===== config.mk =====
export PLATFORM = sky130hd
export DESIGN_NAME = keypad_scan_digit_entry
export DESIGN_NICKNAME = d
export VERILOG_FILES = /design/src/sv/kse_pkg.sv /design/src/sv/kse_decode.sv /design/src/sv/keypad_scan_digit_entry.sv
export SDC_FILE = /design/constraint.sdc
export NUM_CORES = 1
export LEC_CHECK = 0
export ABC_CLOCK_PERIOD_IN_PS = 9300
export BUFFER_PORTS_ARGS = -buffer_cell sky130_fd_sc_hd__buf_4
export CAP_MARGIN = 20
export CELL_PAD_IN_SITES_DETAIL_PLACEMENT = 2
export CELL_PAD_IN_SITES_GLOBAL_PLACEMENT = 2
export CORE_MARGIN = 2
export CORE_UTILIZATION = 41
export DETAILED_ROUTE_END_ITERATION = 8
export GPL_ROUTABILITY_DRIVEN = 0
export GPL_TIMING_DRIVEN = 1
export PLACE_DENSITY = 0.91
export SLEW_MARGIN = 10
export SYNTH_ARGS = -nofsm -noshare
export SYNTH_HDL_FRONTEND = slang
export SYNTH_SLANG_ARGS = --single-unit

===== constraint.sdc =====
create_clock -name clk -period 9.3 [get_ports clk]
set_input_delay 1.395 -clock clk [delete_from_list [all_inputs] [get_ports clk]]
set_output_delay 1.395 -clock clk [all_outputs]
set_load 0.02 [all_outputs]

===== src/sv/kse_pkg.sv =====
// ----------------------------------------------------------------------------
// kse_pkg
// Shared constants, types and lookup tables for the keypad scanner.
// ----------------------------------------------------------------------------
package kse_pkg;

	localparam int BufferDigits  = 4;   // depth of the digit entry buffer, 1 to 16
	localparam int DisplayDigits = 4;   // buffer positions shown on the result bus
	localparam int Rows          = 4;
	localparam int Cols          = 4;
	localparam int DigitW        = 4;
	localparam int KeyW          = 8;
	localparam int SegW          = 7;
	localparam int InW           = Rows * Cols;
	localparam int OutW          = KeyW + SegW + 1 + DisplayDigits * DigitW;

	localparam logic [KeyW-1:0] NoKey = 8'hFF;

	typedef logic [DigitW-1:0] digit_t;

	typedef struct packed {
		logic [KeyW-1:0] key_code;
		logic [SegW-1:0] segment;
		logic            pressed;
		logic            enterable;   // codes 1 to 15
	} decode_t;

	// Key layout, index {row, column}, both counted from zero:
	//   1 2 3 A / 4 5 6 B / 7 8 9 C / E 0 F D
	localparam digit_t KeyMap [Rows*Cols] = '{
		4'h1, 4'h2, 4'h3, 4'hA,
		4'h4, 4'h5, 4'h6, 4'hB,
		4'h7, 4'h8, 4'h9, 4'hC,
		4'hE, 4'h0, 4'hF, 4'hD
	};

	// Segment bits gfedcba for hex digits 0 to F.
	localparam logic [SegW-1:0] SegMap [16] = '{
		7'h3F, 7'h06, 7'h5B, 7'h4F, 7'h66, 7'h6D, 7'h7D, 7'h07,
		7'h7F, 7'h6F, 7'h77, 7'h7C, 7'h39, 7'h5E, 7'h79, 7'h71
	};

endpackage


===== src/sv/kse_decode.sv =====
// ----------------------------------------------------------------------------
// kse_decode
// Priority decode of one matrix snapshot into a key code and segment pattern.
// ----------------------------------------------------------------------------
module kse_decode (
	input  logic [kse_pkg::InW-1:0] columns,   // row1 [3:0] .. row4 [15:12]
	output kse_pkg::decode_t        dec
);

	logic [1:0] row_sel;
	logic [1:0] col_sel;
	logic       hit;
	logic [3:0] row_bits;
	kse_pkg::digit_t code;

	// First active row wins.
	always_comb begin
		row_sel  = 2'd0;
		hit      = 1'b1;
		row_bits = columns[3:0];
		priority if (columns[3:0] != 4'd0) begin
			row_sel  = 2'd0;
			row_bits = columns[3:0];
		end else if (columns[7:4] != 4'd0) begin
			row_sel  = 2'd1;
			row_bits = columns[7:4];
		end else if (columns[11:8] != 4'd0) begin
			row_sel  = 2'd2;
			row_bits = columns[11:8];
		end else if (columns[15:12] != 4'd0) begin
			row_sel  = 2'd3;
			row_bits = columns[15:12];
		end else begin
			hit = 1'b0;
		end
	end

	// Highest column within that row wins.
	always_comb begin
		priority if (row_bits[3]) begin
			col_sel = 2'd3;
		end else if (row_bits[2]) begin
			col_sel = 2'd2;
		end else if (row_bits[1]) begin
			col_sel = 2'd1;
		end else begin
			col_sel = 2'd0;
		end
	end

	assign code = kse_pkg::KeyMap[{row_sel, col_sel}];

	always_comb begin
		dec.pressed   = hit;
		dec.enterable = hit && (code != 4'd0);
		if (hit) begin
			dec.key_code = {{(kse_pkg::KeyW - kse_pkg::DigitW){1'b0}}, code};
			dec.segment  = kse_pkg::SegMap[code];
		end else begin
			dec.key_code = kse_pkg::NoKey;
			dec.segment  = '0;
		end
	end

endmodule


===== src/sv/keypad_scan_digit_entry.sv =====
// ----------------------------------------------------------------------------
// keypad_scan_digit_entry: matrix keypad decode with digit entry buffer
// Takes one request per cycle while the output is not stalled.
// Input register, single-pass decode/update, result register; stalls hold both.
// Async reset clears valids, press latch and digit buffer to zero.
// ----------------------------------------------------------------------------
module keypad_scan_digit_entry (
	input  logic                     clk,
	input  logic                     arst_n,
	input  logic                     s_axis_tvalid,
	output logic                     s_axis_tready,
	// row1_columns [3:0], row2_columns [7:4], row3_columns [11:8], row4_columns [15:12]
	input  logic [kse_pkg::InW-1:0]  s_axis_tdata,
	output logic                     m_axis_tvalid,
	input  logic                     m_axis_tready,
	// key_code [7:0], segment_pattern [14:8], entered [15], digit_oldest [19:16],
	// digit_second [23:20], digit_third [27:24], digit_newest [31:28]
	output logic [kse_pkg::OutW-1:0] m_axis_tdata
);

	// Input stage: holds one snapshot request.
	logic                    valid_s1;
	logic [kse_pkg::InW-1:0] columns_s1;

	// Result stage.
	logic                     valid_s2;
	logic [kse_pkg::OutW-1:0] result_s2;

	// Block state.
	logic            press_latch_q;
	kse_pkg::digit_t digits_q [kse_pkg::BufferDigits];

	kse_pkg::decode_t dec;
	logic             advance;
	logic             enter;
	kse_pkg::digit_t  digits_next [kse_pkg::BufferDigits];
	logic [kse_pkg::DisplayDigits*kse_pkg::DigitW-1:0] shown;

	// Advance the input stage when the result register is free or drains now.
	assign advance       = valid_s1 && (!valid_s2 || m_axis_tready);
	assign s_axis_tready = !valid_s1 || advance;

	kse_decode u_decode (
		.columns (columns_s1),
		.dec     (dec)
	);

	// Admit one digit per press; key 0 neither sets nor releases the latch.
	assign enter = dec.enterable && !press_latch_q;

	// Shift toward the oldest end and drop the new digit in the newest slot.
	always_comb begin
		for (int i = 0; i < kse_pkg::BufferDigits - 1; i++) begin
			digits_next[i] = enter ? digits_q[i+1] : digits_q[i];
		end
		digits_next[kse_pkg::BufferDigits-1] = enter ? dec.key_code[kse_pkg::DigitW-1:0]
			: digits_q[kse_pkg::BufferDigits-1];
	end

	// Display positions past the buffer depth read zero.
	for (genvar p = 0; p < kse_pkg::DisplayDigits; p++) begin : g_show
		if (p < kse_pkg::BufferDigits) begin : g_live
			assign shown[p*kse_pkg::DigitW +: kse_pkg::DigitW] = digits_next[p];
		end else begin : g_zero
			assign shown[p*kse_pkg::DigitW +: kse_pkg::DigitW] = '0;
		end
	end

	always_ff @(posedge clk or negedge arst_n) begin
		if (!arst_n) begin
			valid_s1 <= 1'b0;
		end else if (s_axis_tready) begin
			valid_s1 <= s_axis_tvalid;
		end
	end

	always_ff @(posedge clk) begin
		if (s_axis_tready && s_axis_tvalid) begin
			columns_s1 <= s_axis_tdata;
		end
	end

	// State moves only when a request leaves the input stage.
	always_ff @(posedge clk or negedge arst_n) begin
		if (!arst_n) begin
			press_latch_q <= 1'b0;
			for (int i = 0; i < kse_pkg::BufferDigits; i++) begin
				digits_q[i] <= '0;
			end
		end else if (advance) begin
			if (enter) begin
				press_latch_q <= 1'b1;
			end else if (!dec.pressed) begin
				press_latch_q <= 1'b0;
			end
			digits_q <= digits_next;
		end
	end

	always_ff @(posedge clk or negedge arst_n) begin
		if (!arst_n) begin
			valid_s2 <= 1'b0;
		end else if (advance) begin
			valid_s2 <= 1'b1;
		end else if (m_axis_tready) begin
			valid_s2 <= 1'b0;
		end
	end

	always_ff @(posedge clk) begin
		if (advance) begin
			result_s2 <= {shown, enter, dec.segment, dec.key_code};
		end
	end

	assign m_axis_tvalid = valid_s2;
	assign m_axis_tdata  = result_s2;

endmodule

Yosys cells after proc, flatten, opt, wreduce, memory -nomap -nowiden
Memory sizes are Yosys's and may differ from the RTL's.
Index checks and enable logic that the tools add are counted.
{ "op_classes": {"bitwise": 2, "n_mux": 28, "magnitude_cmp": 2, "n_reduce_logical": 16, "eq_ne": 1} }
{ "ops": {"columns": ["operator", "count"], "rows": [
  ["two-way mux 4 bit", 10],
  ["nonzero test 4 bit", 5],
  ["two-way mux 15 bit", 1],
  ["two-way mux 7 bit", 2],
  ["two-way mux 2 bit", 6],
  ["greater-or-equal comparator 5 bit (second input constant)", 2],
  ["NOT 4 -> 5 bit", 2],
  ["two-way mux 1 bit", 9],
  ["logical AND 1 bit", 4],
  ["logical NOT 1 bit", 3],
  ["logical OR 1 bit", 2],
  ["inequality test 2 bit (second input constant)", 1],
  ["AND reduction 2 bit", 1],
  ["nonzero test 2 bit", 1]
]} }
{ "totals": {"in_bits": 20, "regBits": 67, "elab_cells": 61, "rom_bits": 176, "n_memories": 2, "out_inout_bits": 34} }
{ "mem_list": {"columns": ["memory", "depth", "width", "rd", "rd_clocked_by_memory_dff", "write_ports", "line", "rtl"], "rows": [
  ["(name not given)", 16, 7, 1, 0, 0, "kse_decode.sv:58", "dec.segment = kse_pkg::SegMap[code];"],
  ["(name not given)", 16, 4, 1, 0, 0, "kse_decode.sv:51", "assign code = kse_pkg::KeyMap[{row_sel, col_sel}];"]
]} }

Depth between registers and ports, before layout
{ "logic_depth": {"ltp_word": 18, "ltp_mapped": 16} }

Hierarchy
A second synthesis with hierarchy kept.
{ "unflattened": {"cells_unflattened": 245, "area_unflattened_um2": 3216.8} }
{ "by_module_without_submodules": {"columns": ["mod", "instances", "area_each_um2", "cells_each"], "rows": [
  ["keypad_scan_digit_entry", 1, 2439.8, 148],
  ["kse_decode", 1, 777.0, 97]
]} }

Least setup slack after synthesis
No wires, ideal clock.
{ "synth_path": {"path_type": "register to register", "from": "register columns_s1[3] in the netlist's numbering", "to": "register result_s2 (netlist bit m_axis_tdata[24]) (data pin)", "t_arrival_ps": 3721, "slack_ps": 5317, "t_required_ps": 9038, "setup_ps": 262, "path_stages_with_launch": 16, "cell_sequence": "edfxtp_1 -> or4_1 -> buf_2 -> a31oi_1 -> o22a_1 -> nand2_1 -> o21ai_0 -> inv_1 -> ha_1 -> and2_1 -> o32ai_2 -> ha_1 -> nand2_2 -> o21ai_4 -> buf_6 -> mux2_1"} }
{ "synth_rtl": {"columns": ["element", "line", "rtl"], "rows": [
  ["start, declared", "keypad_scan_digit_entry.sv:23", "logic [kse_pkg::InW-1:0] columns_s1;"],
  ["start signal, assigned", "keypad_scan_digit_entry.sv:79", "columns_s1 <= s_axis_tdata;"],
  ["end signal, assigned", "keypad_scan_digit_entry.sv:112", "result_s2 <= {shown, enter, dec.segment, dec.key_code};"],
  ["end, declared", "keypad_scan_digit_entry.sv:27", "logic [kse_pkg::OutW-1:0] result_s2;"]
]} }

==> flow_summary.json <==
{
  "ys_warn_count": 0,
  "holdCritStartpoint": "digits_q[14]",
  "clock_path_buffers": 2,
  "total_power_mw": 0.707,
  "slowest_delay_ns": 0.72,
  "ys.flop_type": "edfxtp_1",
  "cp_slowest_cell": "or4_1",
  "cts_root_buf": "clkbuf_8",
  "synthMuxAreaShare_pct": 9.76,
  "worstSetupPathType": "register to register",
  "yosysUniqueCellTypes": 53,
  "cp-end-kind": "register",
  "avgSynthCellArea_um2": 13.3,
  "synth.net_count": 262,
  "tritoncts": "built",
  "drcViolationCount": 0,
  "hpwl_um": 5900,
  "n_antenna_cell": 0,
  "synth_compound_area_share_pct": 13.2,
  "finalClockSkew_ns": 0.00815,
  "tightestPinTransition_ns": 0.951,
  "postCtsSetupBuffers": 0,
  "cts_max_level": 3,
  "synth_top_area_share_pct": 43.7,
  "drive_gt1_share_pct": 34.8,
  "fin_crit_sh_pct": 52.7,
  "peakVddDrop_mv": 0.0961,
  "synth_top_area_cell": "edfxtp_1",
  "numCtsBuffers": 9,
  "power.leakage_nw": 1.58,
  "max_freq_ghz": 0.204,
  "min_to": "digits_q[14]",
  "postRouteAntennaNets": 0,
  "yosysMostFrequentCell": "edfxtp_1",
  "dr_total_vias": 2151,
  "via_per_inst": 5.49,
  "r2r_start": "columns_s1[7]",
  "syn_area_um2": 3090,
  "yosys.area_share.adder_pct": 4.05,
  "grt_pass1_vias": 2456,
  "post_drt_wl_per_cell_um": 21.7,
  "cp-start-kind": "register",
  "clock_latency_ns": 0.35,
  "hp-class": "register to register",
  "row_count": 31,
  "cap_violations": 0,
  "cts_resized": 0,
  "synth_top_family_by_area": "compound AO/OA/AOI/OAI gates",
  "path_clk_slew_ns": 0.07,
  "grt_util_all_layers_pct": 21.6,
  "synth-seq-cells": 64,
  "routed_wl_um": 8490,
  "synth_xor_area_share_pct": 0.283,
  "max_slew_margin_pct": 36.2,
  "r2r-end": "m_axis_tdata[18]",
  "synthTopCellsByArea": "edfxtp_1, dfrtp_1, mux2_2",
  "synth-simple-area-share_pct": 10.2,
  "drv_slew": 0,
  "grt_overflow_total": 0,
  "crit_fanout": 19,
  "rsz0062_at_grt": "false",
  "die_h_um": 90.8,
  "start_util_pct": 42.4,
  "async_reset_ff_share_pct": 29.7,
  "syn2layout_area_growth_pct": 23.5,
  "fin_tns_setup_ns": 0,
  "required_ns": 9.40,
  "holdPathStages": 1,
  "finish.utilization_pct": 52.4,
  "ctsHoldBuffers": 0,
  "cp_cell_sequence": "or4_1, nand2_1, o22a_1, nand2_1, o21ai_0, inv_1, ha_1, and2_1, o32ai_2, ha_1, nand2_2, o21ai_4, mux2_2",
  "die_area_um2": 8250,
  "core_region_area_um2": 7290,
  "grt_first_pass_wirelength_um": 13400,
  "antenna_found_initial": 0,
  "io-pin-count": 54,
  "fin_crit_ns": 4.90,
  "r2r_setup_slack_ns": 4.40,
  "finalHoldViolCount": 0,
  "ys_top_cells_by_count": "edfxtp_1, dfrtp_1, mux2_2, nand2_1, o21ai_0",
  "ff2ff_path_depth": 13,
  "grt_max_degree": 32,
  "setup-violations-final": 0,
  "status": "finished clean",
  "critPathArrivalTime_ns": 5.00,
  "power_density_nw_per_um2": 185,
  "ys_seq_area_share_pct": 59.1,
  "firstDrtPassIters": 4,
  "cts_sinks": 64,
  "chipWidth_um": 90.8,
  "synth_edf_count": 45,
  "postSynthCellCount": 232,
  "drt_iter0_markers": 95,
  "final_net_count": 318,
  "port_buffers": 53
}
-- cell type report --
type | instances | area, um2
inverter | 10 | 37.5
clock buffer | 10 | 128
fill | 742 | 3470
tap | 99 | 124
clock inverter | 6 | 108
sequential | 64 | 1830
multi-input combinational | 148 | 1160
timing repair buffer | 55 | 437
-- routing by layer --
metal  track usage, %  share of wire, %
met1             23.7                39
met2             39.4                54
met3             4.09               3.5
met4             11.7               2.9
met5                0                 0
-- where the power goes --
part           total [mW]  internal (mW)  switching, mW
clock               0.287          0.177          0.110
sequential          0.333          0.324        0.00967
combinational      0.0865         0.0336         0.0529
total               0.707          0.534          0.172
-- through the flow --
stage	hold slack, ns	cell area (um2)	worst slack (ns)	instances
after floorplan	0.457	3090	5.32	232
after global placement	0.470	3540	4.93	374
after global routing	0.520	3820	4.07	392
after detailed placement	0.489	3540	4.59	374
after CTS	0.506	3780	4.52	390
final	0.504	3820	4.40	392
-- registers in the layout, summed over array words and instances, names as in the netlist --
name and flops:
valid_s1 1, m_axis_tdata 29, columns_s1 16, press_latch_q 1, digits_q 16, m_axis_tvalid 1
-- logic make-up (layout without fill, tap and decap cells) --
family	after synthesis	after routing
compound gates	53	53
buf+inv	20	81
simple gates	57	57
flops	64	64
mux	27	27
xor+xnor	1	1
fa+ha+maj	10	10
-- how the worst max path moves through the flow --
stage / from / endpoint / slack, ns / cells after the start
after global placement: columns_s1[3] / m_axis_tdata[21] / 4.93 / 13
after CTS: columns_s1[7] / m_axis_tdata[20] / 4.52 / 13
after global routing: columns_s1[7] / m_axis_tdata[18] / 4.07 / 13
final: columns_s1[7] / m_axis_tdata[18] / 4.40 / 13
after floorplan: columns_s1[3] / m_axis_tdata[24] / 5.32 / 15
after detailed placement: columns_s1[7] / m_axis_tdata[17] / 4.59 / 13
-- critical path, delay by kind of cell (launching register included) --
kind,cells,cell delay [ns]
adder cells (fa/ha/maj),2,0.55
multiplexers,1,0.42
flip-flops,1,0.48
AND/OR/NAND/NOR,5,1.34
AO/OA/AOI/OAI,4,1.76
buffers and inverters,1,0.09
-- cell usage in the layout, fill, tap and decap left out, drive strengths merged, types with 3 or more instances in the layout --
cell | Yosys | layout
clkbuf | 1 | 10
a21oi | 6 | 6
buf | 9 | 55
nand2 | 18 | 18
nor4 | 4 | 4
a22o | 5 | 5
edfxtp | 45 | 45
dfrtp | 19 | 19
a31oi | 5 | 5
inv | 10 | 10
nor2 | 6 | 6
nor3 | 13 | 13
bufinv | 0 | 3
ha | 10 | 10
o21ai | 17 | 17
and2 | 3 | 3
nand2b | 4 | 4
or4 | 4 | 4
mux2 | 25 | 25
Power figures use the tool's default switching activity.
